## src/rtl/core/median3_exponential_smoother_unit_assert.svh

```systemverilog
// Assertion macros for the median-of-three smoother RTL.
// Needs clk and rst_n in the scope of each use; define NO_ASSERTIONS to drop them.
`ifndef MEDIAN3_EXPONENTIAL_SMOOTHER_UNIT_ASSERT_SVH
`define MEDIAN3_EXPONENTIAL_SMOOTHER_UNIT_ASSERT_SVH
`ifndef NO_ASSERTIONS
`define M3ES_ASSERT(lbl, prop, msg) \
  lbl: assert property (@(posedge clk) disable iff (!rst_n) (prop)) else $error(msg);
`define M3ES_ASSERT_NEXT(lbl, pre, post, msg) \
  lbl: assert property (@(posedge clk) disable iff (!rst_n) (pre) |=> (post)) else $error(msg);
`else
`define M3ES_ASSERT(lbl, prop, msg)
`define M3ES_ASSERT_NEXT(lbl, pre, post, msg)
`endif
`endif

```

## src/rtl/core/m3es_pkg.sv

```systemverilog
// Shared types, constants and the median function of the median-of-three smoother.
// No dependencies.
`timescale 1ns / 1ps
package m3es_pkg;

  localparam int SAMPLE_BITS = 12;
  localparam int WEIGHT_BITS = 7;
  localparam int QUEUE_DEPTH = 2;

  localparam logic [WEIGHT_BITS-1:0] WEIGHT_MAX   = WEIGHT_BITS'(100);
  localparam logic [WEIGHT_BITS-1:0] WEIGHT_RESET = WEIGHT_BITS'(45);

  localparam logic [1:0] FILL_FIRST    = 2'd0;
  localparam logic [1:0] FILL_LAST     = 2'd2;
  localparam logic [1:0] FILL_UNPRIMED = 2'd3;

  // weighted sum, its magnitude plus half, and that magnitude over four
  localparam int PROD_BITS   = SAMPLE_BITS + WEIGHT_BITS + 1;
  localparam int MAG_BITS    = SAMPLE_BITS + 6;
  localparam int Y_BITS      = MAG_BITS - 2;
  localparam int ROUND_HALF  = 50;
  localparam int DIV_LOW     = 25;
  localparam int RECIP_SHIFT = Y_BITS;
  localparam logic [SAMPLE_BITS-1:0] RECIP =
    SAMPLE_BITS'((64'd1 << RECIP_SHIFT) / 64'd25);

  typedef logic signed [SAMPLE_BITS-1:0] sample_t;

  typedef struct packed {
    sample_t sample_tenths;
    sample_t previous_tenths;
  } in_item_t;

  typedef struct packed {
    sample_t result_tenths;
    logic    updated;
  } out_item_t;

  typedef struct packed {
    logic    fire;
    sample_t median;
    sample_t previous;
  } q_item_t;

  function automatic sample_t median3(sample_t a, sample_t b, sample_t c);
    sample_t lo;
    sample_t hi;
    lo = (a < b) ? a : b;
    hi = (a < b) ? b : a;
    if (c <= lo) return lo;
    if (c >= hi) return hi;
    return c;
  endfunction

endpackage

```

## src/rtl/core/m3es_front.sv

```systemverilog
// Front end: takes input beats, keeps the three-slot window and picks the median.
// Uses m3es_pkg; pushes classified items into m3es_queue.
`timescale 1ns / 1ps
`include "median3_exponential_smoother_unit_assert.svh"
module m3es_front (
  input  logic               clk,
  input  logic               rst_n,
  input  logic               in_valid,
  output logic               in_ready,
  input  m3es_pkg::in_item_t in_data,
  output logic               push_valid,
  input  logic               push_ready,
  output m3es_pkg::q_item_t  push_item
);
  import m3es_pkg::*;

  sample_t    window_r [3];
  logic [1:0] fill_r;
  logic [1:0] fill_nxt;
  logic       accept;
  logic       primed;

  assign in_ready   = push_ready;
  assign push_valid = in_valid;
  assign accept     = in_valid && push_ready;
  assign primed     = (fill_r != FILL_UNPRIMED);

  always_comb begin
    push_item.previous = in_data.previous_tenths;
    push_item.fire     = !primed || (fill_r == FILL_LAST);
    push_item.median   = primed ? median3(window_r[0], window_r[1], in_data.sample_tenths)
                                : in_data.sample_tenths;
    if (!primed || fill_r == FILL_LAST) begin
      fill_nxt = FILL_FIRST;
    end else begin
      fill_nxt = fill_r + 2'd1;
    end
  end

  always_ff @(posedge clk) begin
    if (!rst_n) begin
      fill_r <= FILL_UNPRIMED;
    end else if (accept) begin
      fill_r <= fill_nxt;
    end
  end

  always_ff @(posedge clk) begin
    if (accept) begin
      for (int i = 0; i < 3; i++) begin
        if (!primed || fill_r == 2'(i)) begin
          window_r[i] <= in_data.sample_tenths;
        end
      end
    end
  end

  `M3ES_ASSERT_NEXT(a_front_primed, accept, fill_r != FILL_UNPRIMED, "window not primed")

endmodule

```

## src/rtl/core/m3es_queue.sv

```systemverilog
// Short FIFO between the front end and the arithmetic back end.
// Uses m3es_pkg for the item type and depth.
`timescale 1ns / 1ps
`include "median3_exponential_smoother_unit_assert.svh"
module m3es_queue (
  input  logic              clk,
  input  logic              rst_n,
  input  logic              push_valid,
  output logic              push_ready,
  input  m3es_pkg::q_item_t push_item,
  output logic              pop_valid,
  input  logic              pop_ready,
  output m3es_pkg::q_item_t pop_item
);
  import m3es_pkg::*;

  localparam int PTR_BITS = (QUEUE_DEPTH > 1) ? $clog2(QUEUE_DEPTH) : 1;
  localparam int CNT_BITS = $clog2(QUEUE_DEPTH + 1);
  localparam logic [PTR_BITS-1:0] PTR_LAST = PTR_BITS'(QUEUE_DEPTH - 1);

  q_item_t             mem_r [QUEUE_DEPTH];
  logic [PTR_BITS-1:0] wr_ptr_r;
  logic [PTR_BITS-1:0] rd_ptr_r;
  logic [CNT_BITS-1:0] cnt_r;
  logic                push_fire;
  logic                pop_fire;

  assign push_ready = (cnt_r != CNT_BITS'(QUEUE_DEPTH));
  assign pop_valid  = (cnt_r != '0);
  assign push_fire  = push_valid && push_ready;
  assign pop_fire   = pop_valid && pop_ready;
  assign pop_item   = mem_r[rd_ptr_r];

  always_ff @(posedge clk) begin
    if (!rst_n) begin
      wr_ptr_r <= '0;
      rd_ptr_r <= '0;
      cnt_r    <= '0;
    end else begin
      if (push_fire) begin
        wr_ptr_r <= (wr_ptr_r == PTR_LAST) ? '0 : wr_ptr_r + PTR_BITS'(1);
      end
      if (pop_fire) begin
        rd_ptr_r <= (rd_ptr_r == PTR_LAST) ? '0 : rd_ptr_r + PTR_BITS'(1);
      end
      if (push_fire && !pop_fire) begin
        cnt_r <= cnt_r + CNT_BITS'(1);
      end else if (pop_fire && !push_fire) begin
        cnt_r <= cnt_r - CNT_BITS'(1);
      end
    end
  end

  always_ff @(posedge clk) begin
    if (push_fire) begin
      mem_r[wr_ptr_r] <= push_item;
    end
  end

  `M3ES_ASSERT_NEXT(a_q_grow, push_fire && !pop_fire, cnt_r == $past(cnt_r) + CNT_BITS'(1), "queue count lost a beat")

endmodule

```

## src/rtl/core/m3es_back.sv

```systemverilog
// Back end: blends median and previous value, divides by 100 with rounding.
// Uses m3es_pkg; four register stages ending in the output register.
`timescale 1ns / 1ps
`include "median3_exponential_smoother_unit_assert.svh"
module m3es_back (
  input  logic                                  clk,
  input  logic                                  rst_n,
  input  logic [m3es_pkg::WEIGHT_BITS-1:0]      weight,
  input  logic                                  pop_valid,
  output logic                                  pop_ready,
  input  m3es_pkg::q_item_t                     pop_item,
  output logic                                  out_valid,
  input  logic                                  out_ready,
  output m3es_pkg::out_item_t                   out_data
);
  import m3es_pkg::*;

  logic                          en;
  logic signed [WEIGHT_BITS:0]   w_s;
  logic signed [WEIGHT_BITS:0]   wc_s;
  logic signed [PROD_BITS-1:0]   pa_nxt;
  logic signed [PROD_BITS-1:0]   pb_nxt;

  logic                          v1_r, fire1_r;
  sample_t                       prev1_r;
  logic signed [PROD_BITS-1:0]   pa1_r, pb1_r;

  logic signed [PROD_BITS-1:0]   num2;
  logic [PROD_BITS-1:0]          abs2;
  logic [MAG_BITS-1:0]           mag2;
  logic                          v2_r, fire2_r, neg2_r;
  sample_t                       prev2_r;
  logic [Y_BITS-1:0]             y2_r;

  logic [Y_BITS+SAMPLE_BITS-1:0] prod3;
  logic                          v3_r, fire3_r, neg3_r;
  sample_t                       prev3_r;
  logic [Y_BITS-1:0]             y3_r;
  logic [SAMPLE_BITS-1:0]        q3_r;

  logic [Y_BITS:0]               rem4;
  logic [SAMPLE_BITS-1:0]        q4;
  sample_t                       res4;

  logic                          out_valid_r;
  out_item_t                     out_data_r;

  assign en        = !out_valid_r || out_ready;
  assign pop_ready = en;
  assign out_valid = out_valid_r;
  assign out_data  = out_data_r;

  always_comb begin
    w_s    = {1'b0, weight};
    wc_s   = {1'b0, WEIGHT_MAX - weight};
    pa_nxt = w_s * pop_item.median;
    pb_nxt = wc_s * pop_item.previous;

    num2 = pa1_r + pb1_r;
    abs2 = num2[PROD_BITS-1] ? -num2 : num2;
    mag2 = MAG_BITS'(abs2) + MAG_BITS'(ROUND_HALF);

    prod3 = (Y_BITS+SAMPLE_BITS)'(y2_r) * (Y_BITS+SAMPLE_BITS)'(RECIP);

    // reciprocal estimate is low by at most one
    rem4 = {1'b0, y3_r} - (Y_BITS+1)'(q3_r) * (Y_BITS+1)'(DIV_LOW);
    q4   = q3_r + SAMPLE_BITS'(rem4 >= (Y_BITS+1)'(DIV_LOW));
    res4 = neg3_r ? -sample_t'(q4) : sample_t'(q4);
  end

  always_ff @(posedge clk) begin
    if (!rst_n) begin
      v1_r        <= 1'b0;
      v2_r        <= 1'b0;
      v3_r        <= 1'b0;
      out_valid_r <= 1'b0;
    end else if (en) begin
      v1_r        <= pop_valid;
      v2_r        <= v1_r;
      v3_r        <= v2_r;
      out_valid_r <= v3_r;
    end
  end

  always_ff @(posedge clk) begin
    if (en) begin
      fire1_r <= pop_item.fire;
      prev1_r <= pop_item.previous;
      pa1_r   <= pa_nxt;
      pb1_r   <= pb_nxt;

      fire2_r <= fire1_r;
      prev2_r <= prev1_r;
      neg2_r  <= num2[PROD_BITS-1];
      y2_r    <= mag2[MAG_BITS-1 -: Y_BITS];

      fire3_r <= fire2_r;
      prev3_r <= prev2_r;
      neg3_r  <= neg2_r;
      y3_r    <= y2_r;
      q3_r    <= prod3[RECIP_SHIFT +: SAMPLE_BITS];

      out_data_r.result_tenths <= fire3_r ? res4 : prev3_r;
      out_data_r.updated       <= fire3_r;
    end
  end

  `M3ES_ASSERT(a_back_rem, !v3_r || rem4 < (Y_BITS+1)'(2*DIV_LOW), "divide estimate out of range")
  `M3ES_ASSERT_NEXT(a_back_adv, v3_r && en, out_valid_r, "result dropped at output stage")

endmodule

```

## src/rtl/core/median3_exponential_smoother_unit.sv

```systemverilog
// Top level of the median-of-three exponential smoother.
// Uses m3es_pkg, m3es_front, m3es_queue and m3es_back.
`timescale 1ns / 1ps
// Takes one beat per clock while out_ready is high and returns one result
// beat per input beat, in order. Each accepted beat passes through the two-entry
// queue and the three arithmetic stages (weighted products, sum and rounding,
// reciprocal multiply for the divide by 100) before the output register. The first
// sample after reset fills the whole window; every third sample after it yields a
// new smoothed value with updated set, the others echo previous_tenths. The weight
// register resets to 45; values above 100 act as 100.
// Write it only while no beats are in flight.
module median3_exponential_smoother_unit (
  input  logic                              clk,
  input  logic                              rst_n,
  input  logic                              in_valid,
  output logic                              in_ready,
  input  m3es_pkg::in_item_t                in_data,
  output logic                              out_valid,
  input  logic                              out_ready,
  output m3es_pkg::out_item_t               out_data,
  input  logic                              cfg_valid,
  output logic                              cfg_ready,
  input  logic [m3es_pkg::WEIGHT_BITS-1:0]  cfg_data
);
  import m3es_pkg::*;

  logic [WEIGHT_BITS-1:0] weight_r;
  logic [WEIGHT_BITS-1:0] weight_sat;
  q_item_t                push_item;
  q_item_t                pop_item;
  logic                   push_valid, push_ready;
  logic                   pop_valid, pop_ready;

  assign cfg_ready  = 1'b1;
  assign weight_sat = (weight_r > WEIGHT_MAX) ? WEIGHT_MAX : weight_r;

  always_ff @(posedge clk) begin
    if (!rst_n) begin
      weight_r <= WEIGHT_RESET;
    end else if (cfg_valid && cfg_ready) begin
      weight_r <= cfg_data;
    end
  end

  m3es_front u_front (
    .clk        (clk),
    .rst_n      (rst_n),
    .in_valid   (in_valid),
    .in_ready   (in_ready),
    .in_data    (in_data),
    .push_valid (push_valid),
    .push_ready (push_ready),
    .push_item  (push_item)
  );

  m3es_queue u_queue (
    .clk        (clk),
    .rst_n      (rst_n),
    .push_valid (push_valid),
    .push_ready (push_ready),
    .push_item  (push_item),
    .pop_valid  (pop_valid),
    .pop_ready  (pop_ready),
    .pop_item   (pop_item)
  );

  m3es_back u_back (
    .clk       (clk),
    .rst_n     (rst_n),
    .weight    (weight_sat),
    .pop_valid (pop_valid),
    .pop_ready (pop_ready),
    .pop_item  (pop_item),
    .out_valid (out_valid),
    .out_ready (out_ready),
    .out_data  (out_data)
  );

endmodule
```

## config.mk

```make
export PLATFORM = sky130hd
export DESIGN_NAME = median3_exponential_smoother_unit
export DESIGN_NICKNAME = d
export VERILOG_FILES = /design/src/rtl/core/m3es_pkg.sv /design/src/rtl/core/m3es_front.sv /design/src/rtl/core/m3es_queue.sv /design/src/rtl/core/m3es_back.sv /design/src/rtl/core/median3_exponential_smoother_unit.sv
export VERILOG_INCLUDE_DIRS = /design/src /design/src/rtl/core
export SDC_FILE = /design/constraint.sdc
export NUM_CORES = 1
export LEC_CHECK = 0
export BUFFER_PORTS_ARGS = -buffer_cell sky130_fd_sc_hd__buf_2
export CORE_MARGIN = 5
export CORE_UTILIZATION = 40
export CTS_CLUSTER_DIAMETER = 100
export CTS_CLUSTER_SIZE = 14
export DETAILED_ROUTE_END_ITERATION = 12
export GPL_ROUTABILITY_DRIVEN = 0
export PLACE_DENSITY = 0.55
export SLEW_MARGIN = 0
export SYNTH_ARGS = -nofsm -noshare
export SYNTH_HDL_FRONTEND = slang
export SYNTH_SLANG_ARGS = --single-unit
```

## constraint.sdc

```tcl
create_clock -name clk -period 6.8 [get_ports clk]
set_input_delay 0.34 -clock clk [delete_from_list [all_inputs] [get_ports clk]]
set_output_delay 0.34 -clock clk [all_outputs]
set_load 0.01 [all_outputs]
```

==> results of run 1 <==
[cell families (layout without fill, tap and decap cells)]
group | Yosys count | in the layout | share of synthesized area
AO/OA/AOI/OAI | 295 | 295 | 0.0877
XOR/XNOR | 120 | 120 | 0.0469
adder cells (fa/ha/maj) | 510 | 510 | 0.351
buffers and inverters | 495 | 602 | 0.0822
flip-flops | 230 | 230 | 0.296
multiplexers | 73 | 73 | 0.0334
other | 1 | 1 | 0.000165
AND/OR/NAND/NOR | 477 | 477 | 0.102
[area by class of cell]
type | instances | area share
flip-flops and latches | 230 | 0.269
clock inverters | 3 | 0.00185
well taps | 756 | 0.0378
multi-input cells | 1476 | 0.570
repair buffers | 112 | 0.0298
inverters | 458 | 0.0689
clock buffers | 29 | 0.0230
[layout by cell type, fill, tap and decap left out, drive strengths merged, types with 6 or more instances in the layout]
cell type	count
a211oi	8
a21boi	10
a21o	26
a21oi	70
a311oi	6
a31oi	19
and2	11
and3	11
buf	100
clkbuf	29
dfxtp	18
dlygate4sd3	12
edfxtp	212
fa	214
ha	296
inv	459
mux2	13
mux2i	59
nand2	84
nand2b	33
nand3	27
nand4	15
nor2	179
nor2b	49
nor3	31
o211ai	9
o21a	13
o21ai	68
o221ai	11
or2	11
or3	7
xnor2	87
xor2	33
[flip-flops by register name (all words and copies together) (netlist names), 13 cells and up, named ones only]
signal            flops
u_queue.mem_r        50
u_front.window_r     24
u_back.pa1_r         20
u_back.pb1_r         20
u_back.y2_r          16
u_back.y3_r          16
u_back.out_data      13
[worst reg2reg max path: stages (launching register included)]
cell and delay [ns]:
sky130_fd_sc_hd__edfxtp_1 0.42, sky130_fd_sc_hd__ha_1 0.31, sky130_fd_sc_hd__inv_1 0.05, sky130_fd_sc_hd__fa_1 0.53
sky130_fd_sc_hd__inv_1 0.05, sky130_fd_sc_hd__fa_1 0.53, sky130_fd_sc_hd__inv_1 0.04, sky130_fd_sc_hd__ha_1 0.30
sky130_fd_sc_hd__inv_1 0.10, sky130_fd_sc_hd__o21bai_1 0.09, sky130_fd_sc_hd__a21o_1 0.22, sky130_fd_sc_hd__a211o_1 0.36
sky130_fd_sc_hd__a2111o_1 0.41, sky130_fd_sc_hd__a31oi_2 0.21, sky130_fd_sc_hd__mux2i_1 0.11, sky130_fd_sc_hd__or4b_4 0.56
sky130_fd_sc_hd__ha_2 0.21, sky130_fd_sc_hd__ha_2 0.20, sky130_fd_sc_hd__xnor2_2 0.18, sky130_fd_sc_hd__nand3_2 0.12
sky130_fd_sc_hd__or3_4 0.37, sky130_fd_sc_hd__nor3_4 0.18, sky130_fd_sc_hd__nand2_2 0.10, sky130_fd_sc_hd__o41ai_4 0.34
sky130_fd_sc_hd__xnor2_1 0.16, sky130_fd_sc_hd__a21oi_1 0.09
[how the worst min path moves through the flow]
stage / start / endpoint / slack (ns) / cells past startpoint
2_1_floorplan: u_back.fire1_r / u_back.fire2_r / 0.40 / 0
3_3_place_gp: u_back.prev2_r[10] / u_back.prev3_r[10] / 0.40 / 0
3_5_place_dp: u_back.prev1_r[11] / u_back.prev2_r[11] / 0.40 / 0
4_1_cts: cfg_data[0] / weight_r[0] / 0.004 / 3
5_1_grt: in_data[11] / u_queue.mem_r[0][11] / 0.01 / 1
6_report: in_data[11] / u_queue.mem_r[1][11] / 0.04 / 1
[through the flow]
step	utilization	hold slack, ns
final	0.444	0.0403
after global placement	0.427	0.401
after global routing	0.444	0.0128
after floorplan	-	0.400
after detailed placement	0.427	0.405
after CTS	0.441	0.00372
[metal layers]
metal,global-route usage,vias to the layer above
li1,-,7516
met1,0.216,7497
met2,0.288,161
met3,0.0180,40
met4,0.0260,2
met5,0,-
[cell usage after synthesis (33+ instances only)]
library cell | number | area share
sky130_fd_sc_hd__ha_1 | 296 | 0.16
sky130_fd_sc_hd__fa_1 | 214 | 0.19
sky130_fd_sc_hd__xnor2_1 | 86 | 0.033
sky130_fd_sc_hd__nand2_1 | 84 | 0.014
sky130_fd_sc_hd__nand2b_1 | 33 | 0.0091
sky130_fd_sc_hd__edfxtp_1 | 212 | 0.28
sky130_fd_sc_hd__mux2i_1 | 59 | 0.026
sky130_fd_sc_hd__a21oi_1 | 69 | 0.015
sky130_fd_sc_hd__o21ai_0 | 65 | 0.014
sky130_fd_sc_hd__inv_1 | 458 | 0.076
sky130_fd_sc_hd__nor2b_1 | 49 | 0.013
sky130_fd_sc_hd__clkbuf_1 | 34 | 0.0056
sky130_fd_sc_hd__nor2_1 | 179 | 0.030
[what timing repair did]
action,CTS,global route
endpoints found under the hold margin,24,0
resized for setup,1,28
setup buffers,0,8
hold buffers,12,0
pin swaps,0,4
setup endpoints to repair,1,8
cloned,0,0
==> flow_summary_export.csv, run 1 <==
group,metric,value,unit
detailed_routing,ant_nets,0,
job,drv_cap,0,
sta,fin_skew,0.0303,ns
worst_setup_path,timing.rr.start,"u_back.q3_r[1]",
die,fp.dieArea,0.0617,mm²
sta,final-setup-viol-count,0,
clock_tree,insertion_delay_of_the_later_clocked_pin_in_the_worst_skew_pair,0.52,ns
detailed_routing,wl_met3,1420,µm
cells_and_area,areaGrowthSynthToFinish,10.1,%
worst_setup_path,critical_path.n_buffers_inverters,4,
worst_setup_path,r2r_setup_slack,0.29,ns
worst_setup_path,critPathSlowestCell,"sky130_fd_sc_hd__or4b_4",
logic_synthesis,yosysSeqAreaShare,0.296,
worst_hold_path,worst_min_delay_path_class,"in -> reg",
sta,timing.final.crit_share,0.957,
detailed_routing,dr.pass1.iters,5,
die,ioPinCount,52,
worst_setup_path,crit_cells,25,
detailed_routing,route.detailed.drc,0,
detailed_routing,vias,15200,
logic_synthesis,synth_ff_type,"sky130_fd_sc_hd__edfxtp_1",
clock_tree,clock_path_buffers,3,
logic_synthesis,async_reset_ff_frac,0,
clock_tree,tritoncts.num_buffers,21,
logic_synthesis,syn_avg_cell_area,10.3,µm²
sta,slew_headroom,0.168,
worst_setup_path,worst_ep_arrival_time,6.73,ns
clock_tree,htreeDepth,1,
worst_setup_path,max_stage_delay,0.56,ns
die,die_height,248,µm
worst_setup_path,setup.worst_path.end_class,"register",
worst_setup_path,critical_path_class,"reg -> reg",
placement,place.detailed.instances,3012,
sta,max_freq,154,MHz
logic_synthesis,synth.yosys.warnings,0,
detailed_routing,maxUsedRoutingLayer,"met5",
worst_setup_path,worst_flop_to_flop_path_endpoint,"u_back.out_data[12]",
global_routing,pin_count_of_the_biggest_net_entering_global_routing,91,
global_routing,remaining_global_route_overflow,0,
clock_tree,cts_root_buffer,"sky130_fd_sc_hd__clkbuf_16",
logic_synthesis,syn-instance-count,2201,
global_routing,grt_util_all_layers,0.161,
worst_setup_path,crit_top_cell,"sky130_fd_sc_hd__inv_1",
worst_setup_path,critical_path_peak_fanout,4,
die,initial_core_util,0.403,
cells_and_area,n_fill_cell,5453,
worst_setup_path,cp-startpoint,"u_back.q3_r[1]",
placement,dp_worst_setup_slack,-0.0505,ns
sta,maxSlewViolCount,0,
cells_and_area,multi_input_comb_area,0.0143,mm²
cells_and_area,seq_area,0.00673,mm²
die,width_of_the_chip,248,µm
sta,setup_total_negative_slack,0,ns
placement,placed_area,0.0241,mm²
placement,post-dp-hpwl,40700,µm
logic_synthesis,synthesis.nets,2747,
detailed_routing,detail_route.wirelength,49200,µm
cells_and_area,final_cells,3064,
die,core-area,0.0564,mm²
clock_tree,clk_slew_on_worst_s_h_paths,0.06,ns
clock_tree,clkSinkCount,230,
placement,placement.io_buffers,50,
global_routing,first_global_vias,15800,
worst_setup_path,startpoint_type,"register",
logic_synthesis,syn_area,0.0227,mm²
logic_synthesis,synth_cell_type_count,88,
logic_synthesis,yosys_register_bits,230,
cells_and_area,diodes,0,
global_routing,grt_first_pass_wirelength,80700,µm
logic_synthesis,number_of_flops_mapped_to_enable_cells_by_yosys,212,
sta,minimum_setup_slack_in_the_final_design,0.295,ns
clock_tree,clock_tree_from_tritoncts,"yes",
outcome,run_status,"finished clean",
cells_and_area,fin_nets,2845,
die,count_of_standard_cell_rows,87,
worst_setup_path,critPathCapture,"u_back.out_data[12]",
worst_setup_path,timing.critical_path.required,7.02,ns
sta,timing_worst_slew_pin_value,1.24,ns
sta,timing.final.hold_violations,0,
detailed_routing,routed-wl-met2,24500,µm
detailed_routing,post_drt_wl_per_cell,16.1,µm
detailed_routing,vias_per_cell,4.97,
cells_and_area,post_route_cells_drive_above_1_share,0.0828,
global_routing,number_of_antenna_violations_at_the_first_check_in_global_routing,2,
sta,fin_crit,6.51,ns
worst_setup_path,category_of_cells_accounting_for_the_largest_share_of_critical_path_delay,"adder cells",
cells_and_area,fin_area,0.0250,mm²
detailed_routing,drt_iter0_drc,659,
worst_setup_path,worstRegToRegCells,25,
detailed_routing,m1WireLength,22500,µm
Power of run 1 is not shown: default switching activity piles up to over one toggle a cycle in this logic, so the estimate is an artifact.
==> run 2: changes to the inputs <==
PLACE_DENSITY = unset   (was 0.55)
PLACE_DENSITY_LB_ADDON = 0.12   (was unset)
SLEW_MARGIN = 20   (was 0)
==> run 2 against run 1 <==
Sequential share of layout area about the same. Non-clock buffer count rose by 4. Critical path depth up 2. Hold slack gained 0.0096 ns. Wire length is 2.7% higher. Clock-buffer cell count unchanged. Worst setup slack improved by 0.049 ns. Maximum frequency increased by 0.77%. Via count rose by 0.85%. Highest routed layer is now met4.
==> flow_summary_export.csv, run 2 (same netlist as run 1, synthesis figures left out) <==
group,metric,value,unit
detailed_routing,vias,15300,
clock_tree,clock_path_buffers,3,
die,fp.dieArea,0.0617,mm²
detailed_routing,vias_per_cell,5.00,
clock_tree,clkSinkCount,230,
detailed_routing,ant_nets,0,
global_routing,number_of_antenna_violations_at_the_first_check_in_global_routing,2,
cells_and_area,largest_register_ff_count,50,
cells_and_area,areaGrowthSynthToFinish,10.1,%
cells_and_area,final_common_cell,"sky130_fd_sc_hd__inv_1",
placement,place.detailed.instances,3012,
cells_and_area,post_route_cells_drive_above_1_share,0.0804,
worst_hold_path,worst_min_delay_path_class,"in -> reg",
die,width_of_the_chip,248,µm
global_routing,grt_use_met2,0.295,
sta,timing.final.crit_share,0.949,
die,ioPinCount,52,
detailed_routing,route.detailed.drc,0,
sta,fin_skew,0.0393,ns
cells_and_area,fin_area,0.0250,mm²
job,drv_cap,0,
detailed_routing,dr.pass1.iters,5,
detailed_routing,drt_iter0_drc,743,
worst_setup_path,critical_path_peak_fanout,8,
worst_setup_path,startpoint_type,"register",
worst_setup_path,critical_path_class,"reg -> reg",
global_routing,grt_busiest_layer,"met2",
global_routing,first_global_vias,15600,
sta,slew_headroom,0.336,
die,initial_core_util,0.403,
sta,timing_worst_slew_pin_value,0.981,ns
cells_and_area,largest_register,"u_queue.mem_r",
clock_tree,cts_root_buffer,"sky130_fd_sc_hd__clkbuf_16",
cells_and_area,layout.cells.most_common_list,"456 x sky130_fd_sc_hd__inv_1, 294 x sky130_fd_sc_hd__ha_1, 214 x sky130_fd_sc_hd__fa_1",
sta,final-setup-viol-count,0,
global_routing,grt.met1_usage,0.220,
clock_tree,insertion_delay_of_the_later_clocked_pin_in_the_worst_skew_pair,0.53,ns
sta,maxSlewViolCount,0,
placement,placed_area,0.0241,mm²
global_routing,remaining_global_route_overflow,0,
die,core-area,0.0564,mm²
cells_and_area,final_cells,3069,
sta,timing.final.hold_violations,0,
sta,unrepaired_setup_endpoints_after_global_routing,"yes",
worst_setup_path,setup.worst_path.end_class,"register",
clock_tree,htreeDepth,1,
global_routing,use_met3,0.0167,
worst_setup_path,worst_ep_arrival_time,6.68,ns
sta,max_freq,155,MHz
global_routing,grt_util_all_layers,0.165,
outcome,run_status,"finished clean",
clock_tree,tritoncts.num_buffers,21,
sta,setup_total_negative_slack,0,ns
detailed_routing,post_drt_wl_per_cell,16.5,µm
die,die_height,248,µm
worst_setup_path,timing.critical_path.required,7.02,ns
sta,fin_crit,6.46,ns
global_routing,grt_first_pass_wirelength,81700,µm
sta,final.hold.worst_slack,0.0498,ns
placement,post-dp-hpwl,41600,µm
detailed_routing,detail_route.wirelength,50600,µm
placement,placement.io_buffers,50,
cells_and_area,fin_nets,2849,
cells_and_area,reg.largest.list,"u_queue.mem_r: 50 flops, u_front.window_r: 24 flops",
die,count_of_standard_cell_rows,87,
global_routing,pin_count_of_the_biggest_net_entering_global_routing,76,
clock_tree,clock_tree_from_tritoncts,"yes",
clock_tree,clk_slew_on_worst_s_h_paths,0.07,ns
## run 2: area by class of cell
cell class,count,area [µm²]
clock inverter,3,28.8
antenna,1,2.50
clock buffer,29,598
sequential,230,6730
tap,756,946
multi-input combinational,1476,14200
timing repair buffer,116,793
inverter,458,1720
fill,5532,31400
## run 2: critical path, cell delays in order, from the launching register on
cell and delay [ns]:
sky130_fd_sc_hd__edfxtp_1 0.45, sky130_fd_sc_hd__ha_1 0.31, sky130_fd_sc_hd__inv_1 0.05, sky130_fd_sc_hd__fa_1 0.50, sky130_fd_sc_hd__inv_1 0.06, sky130_fd_sc_hd__fa_1 0.53
sky130_fd_sc_hd__inv_1 0.05, sky130_fd_sc_hd__ha_2 0.32, sky130_fd_sc_hd__a21oi_1 0.15, sky130_fd_sc_hd__o32ai_1 0.10, sky130_fd_sc_hd__nor3_1 0.17, sky130_fd_sc_hd__nand4_1 0.10
sky130_fd_sc_hd__a21oi_1 0.15, sky130_fd_sc_hd__o21ai_0 0.10, sky130_fd_sc_hd__or3_1 0.36, sky130_fd_sc_hd__a311oi_2 0.19, sky130_fd_sc_hd__o2111ai_1 0.15, sky130_fd_sc_hd__or4b_4 0.51
sky130_fd_sc_hd__ha_2 0.21, sky130_fd_sc_hd__ha_1 0.23, sky130_fd_sc_hd__xnor2_2 0.17, sky130_fd_sc_hd__nand3_1 0.12, sky130_fd_sc_hd__or3_1 0.36, sky130_fd_sc_hd__nor3_2 0.14
sky130_fd_sc_hd__nand2_1 0.10, sky130_fd_sc_hd__o41ai_2 0.33, sky130_fd_sc_hd__xnor2_1 0.17, sky130_fd_sc_hd__a21oi_1 0.09
## run 2: final timing paths
path                            slack, ns  depth (start not counted)               from             endpoint
worst min-delay path                 0.05                          3        cfg_data[2]          weight_r[2]
worst max-delay path                 0.34                         27     u_back.q3_r[8]  u_back.out_data[12]
worst min register to register       0.41                          0  u_back.prev1_r[8]    u_back.prev2_r[8]
worst max register to register       0.34                         27     u_back.q3_r[8]  u_back.out_data[12]
## run 2: repair_timing
item,in CTS,in global routing
resized for setup,0,16
buffers inserted,2,8
endpoints found under the hold margin,27,0
endpoints found under the setup margin,1,9
hold buffers,14,0
pin swaps,0,4
cloned,0,0
## run 2: layer usage
| metal | part of all wire | vias up |
|---|---|---|
| met5 | 0 | - |
| met2 | 0.50 | 176 |
| met1 | 0.46 | 7594 |
| met4 | 0.016 | 0 |
| li1 | - | 7528 |
| met3 | 0.024 | 48 |
## run 2: stage by stage
step,utilization,setup WS [ns]
3_5_place_dp,0.428,0.0253
3_3_place_gp,0.428,0.199
4_1_cts,0.442,0.0212
2_1_floorplan,-,0.299
6_report,0.444,0.344
5_1_grt,0.444,-0.0413
Power of run 2 is left out for the same reason.
==> run 3: changes to the inputs <==
==> constraint.sdc (replaced) <==
create_clock -name clk -period 6.8 [get_ports clk]
set_input_delay 1.02 -clock clk [delete_from_list [all_inputs] [get_ports clk]]
set_output_delay 1.02 -clock clk [all_outputs]
set_load 0.01 [all_outputs]
==> run 3 against run 2 <==
Register-to-register slack hardly changed. Hold slack better by 0.36 ns. Final area is 0.56% lower. Largest cell class unchanged. Wire length is 0.37% lower. First-iteration DRC count is 8.1% lower. Maximum frequency hardly changed.
==> flow_summary_export.csv, run 3 (same netlist as run 1, synthesis figures left out) <==
group,metric,value,unit
outcome,run_status,"finished clean",
detailed_routing,route.detailed.drc,0,
global_routing,pin_count_of_the_biggest_net_entering_global_routing,76,
die,die_height,248,µm
cells_and_area,areaGrowthSynthToFinish,9.48,%
detailed_routing,vias_per_cell,4.99,
clock_tree,clock_path_buffers,3,
detailed_routing,post_drt_wl_per_cell,16.5,µm
worst_hold_path,hold-path-endpoint,"u_back.prev2_r[8]",
worst_setup_path,r2r_setup_slack,0.35,ns
clock_tree,postCtsHoldBufs,0,
sta,timing.final.hold_violations,0,
global_routing,grt.met1_usage,0.220,
cells_and_area,fin_nets,2835,
clock_tree,clkSinkCount,230,
worst_setup_path,timing.rr.start,"u_back.q3_r[8]",
clock_tree,htreeDepth,1,
worst_setup_path,worstRegToRegCells,27,
die,fp.dieArea,0.0617,mm²
worst_setup_path,critical_path_peak_fanout,8,
cells_and_area,layout.cells.most_common_list,"456 x sky130_fd_sc_hd__inv_1, 294 x sky130_fd_sc_hd__ha_1, 214 x sky130_fd_sc_hd__fa_1",
sta,final.hold.worst_slack,0.409,ns
sta,timing.final.crit_share,0.949,
placement,post-dp-hpwl,41600,µm
cells_and_area,largest_register_ff_count,50,
detailed_routing,ant_nets,0,
clock_tree,clk_slew_on_worst_s_h_paths,0.07,ns
sta,timing_worst_slew_pin_value,0.986,ns
worst_setup_path,worst_ep_arrival_time,6.68,ns
global_routing,first_global_vias,15500,
detailed_routing,detail_route.wirelength,50400,µm
clock_tree,insertion_delay_of_the_later_clocked_pin_in_the_worst_skew_pair,0.53,ns
detailed_routing,drt_iter0_drc,683,
worst_hold_path,worstHoldPathCells,0,
cells_and_area,n_fill_cell,5547,
worst_setup_path,timing.critical_path.required,7.02,ns
global_routing,grt_busiest_layer,"met2",
placement,placement.io_buffers,50,
sta,fin_skew,0.0391,ns
cells_and_area,post_route_cells_drive_above_1_share,0.0809,
sta,slew_headroom,0.332,
clock_tree,tritoncts.num_buffers,21,
sta,fin_crit,6.45,ns
detailed_routing,dr.pass1.iters,5,
sta,setup_total_negative_slack,0,ns
cells_and_area,final_cells,3055,
worst_hold_path,worst_hold_startpoint,"u_back.prev1_r[8]",
global_routing,number_of_antenna_violations_at_the_first_check_in_global_routing,2,
cells_and_area,reg.largest.list,"u_queue.mem_r: 50 flops, u_front.window_r: 24 flops",
placement,place.detailed.instances,3012,
global_routing,remaining_global_route_overflow,0,
clock_tree,clock_tree_from_tritoncts,"yes",
die,core-area,0.0564,mm²
sta,final-setup-viol-count,0,
die,count_of_standard_cell_rows,87,
clock_tree,cts_root_buffer,"sky130_fd_sc_hd__clkbuf_16",
cells_and_area,final_common_cell,"sky130_fd_sc_hd__inv_1",
worst_setup_path,worst_flop_to_flop_path_endpoint,"u_back.out_data[12]",
cells_and_area,largest_register,"u_queue.mem_r",
die,initial_core_util,0.403,
job,drv_cap,0,
die,width_of_the_chip,248,µm
global_routing,grt_util_all_layers,0.164,
worst_hold_path,worst_min_delay_path_class,"reg -> reg",
sta,maxSlewViolCount,0,
global_routing,use_met3,0.0166,
worst_setup_path,startpoint_type,"register",
sta,max_freq,155,MHz
worst_setup_path,critical_path_class,"reg -> reg",
global_routing,grt_first_pass_wirelength,81500,µm
detailed_routing,vias,15300,
global_routing,grt_use_met2,0.294,
die,ioPinCount,52,
worst_setup_path,setup.worst_path.end_class,"register",
sta,unrepaired_setup_endpoints_after_global_routing,"yes",
-- run 3: cell types whose count changed in the layout (fill, tap and decap cells not counted) --
cell / previous run / this run
sky130_fd_sc_hd__dlygate4sd3_1: 14 / 0
-- run 3: area by class of cell --
| cell class | count | area (µm²) | area share |
|---|---|---|---|
| inverters | 458 | 1720 | 0.0693 |
| repair buffers | 102 | 653 | 0.0262 |
| clock buffers | 29 | 598 | 0.0240 |
| multi-input cells | 1476 | 14200 | 0.571 |
| clock inverters | 3 | 28.8 | 0.00116 |
| flip-flops and latches | 230 | 6730 | 0.270 |
| well taps | 756 | 946 | 0.0380 |
| diodes | 1 | 2.50 | 0.000101 |
-- run 3: worst max path at each step --
stage                   start                   to  slack [ns]  depth (start not counted)
3_5_place_dp   u_back.q3_r[5]  u_back.out_data[12]        0.03                         27
2_1_floorplan     weight_r[0]     u_back.pb1_r[19]        0.30                         27
6_report       u_back.q3_r[8]  u_back.out_data[12]        0.35                         27
4_1_cts        u_back.q3_r[7]  u_back.out_data[12]        0.02                         27
5_1_grt        u_back.q3_r[8]  u_back.out_data[12]       -0.04                         26
3_3_place_gp   u_back.q3_r[5]  u_back.out_data[12]        0.20                         27
-- run 3: through the flow --
step / util / setup WS, ns / area (µm²)
after global placement: 0.428 / 0.199 / 24100
after detailed placement: 0.428 / 0.0253 / 24100
after global routing: 0.441 / -0.0413 / 24900
after floorplan: - / 0.299 / 22700
final: 0.441 / 0.346 / 24900
after CTS: 0.439 / 0.0212 / 24800
-- run 3: routing by layer --
layer  part of all wire  wire (µm)  up-vias
li1                   -          -     7496
met1               0.46      23000     7529
met2               0.50      25300      176
met3              0.024       1210       49
met4              0.016        826        0
met5                  0          0        -
-- run 3: timing repair --
action	4_1_cts	5_1_grt
endpoints found under the setup margin	1	9
setup buffers	2	8
pin swaps	0	4
resized for setup	0	16
cloned	0	0
-- run 3: critical path, stage by stage (launching register included) --
cell	delay, ns
sky130_fd_sc_hd__edfxtp_1	0.45
sky130_fd_sc_hd__ha_1	0.31
sky130_fd_sc_hd__inv_1	0.05
sky130_fd_sc_hd__fa_1	0.50
sky130_fd_sc_hd__inv_1	0.06
sky130_fd_sc_hd__fa_1	0.53
sky130_fd_sc_hd__inv_1	0.05
sky130_fd_sc_hd__ha_2	0.32
sky130_fd_sc_hd__a21oi_1	0.15
sky130_fd_sc_hd__o32ai_1	0.10
sky130_fd_sc_hd__nor3_1	0.17
sky130_fd_sc_hd__nand4_1	0.10
sky130_fd_sc_hd__a21oi_1	0.15
sky130_fd_sc_hd__o21ai_0	0.10
sky130_fd_sc_hd__or3_1	0.36
sky130_fd_sc_hd__a311oi_2	0.19
sky130_fd_sc_hd__o2111ai_1	0.15
sky130_fd_sc_hd__or4b_4	0.51
sky130_fd_sc_hd__ha_2	0.21
sky130_fd_sc_hd__ha_1	0.23
sky130_fd_sc_hd__xnor2_2	0.17
sky130_fd_sc_hd__nand3_1	0.12
sky130_fd_sc_hd__or3_1	0.36
sky130_fd_sc_hd__nor3_2	0.15
sky130_fd_sc_hd__nand2_1	0.10
sky130_fd_sc_hd__o41ai_2	0.33
sky130_fd_sc_hd__xnor2_1	0.17
sky130_fd_sc_hd__a21oi_1	0.09
Power of run 3 is left out for the same reason.
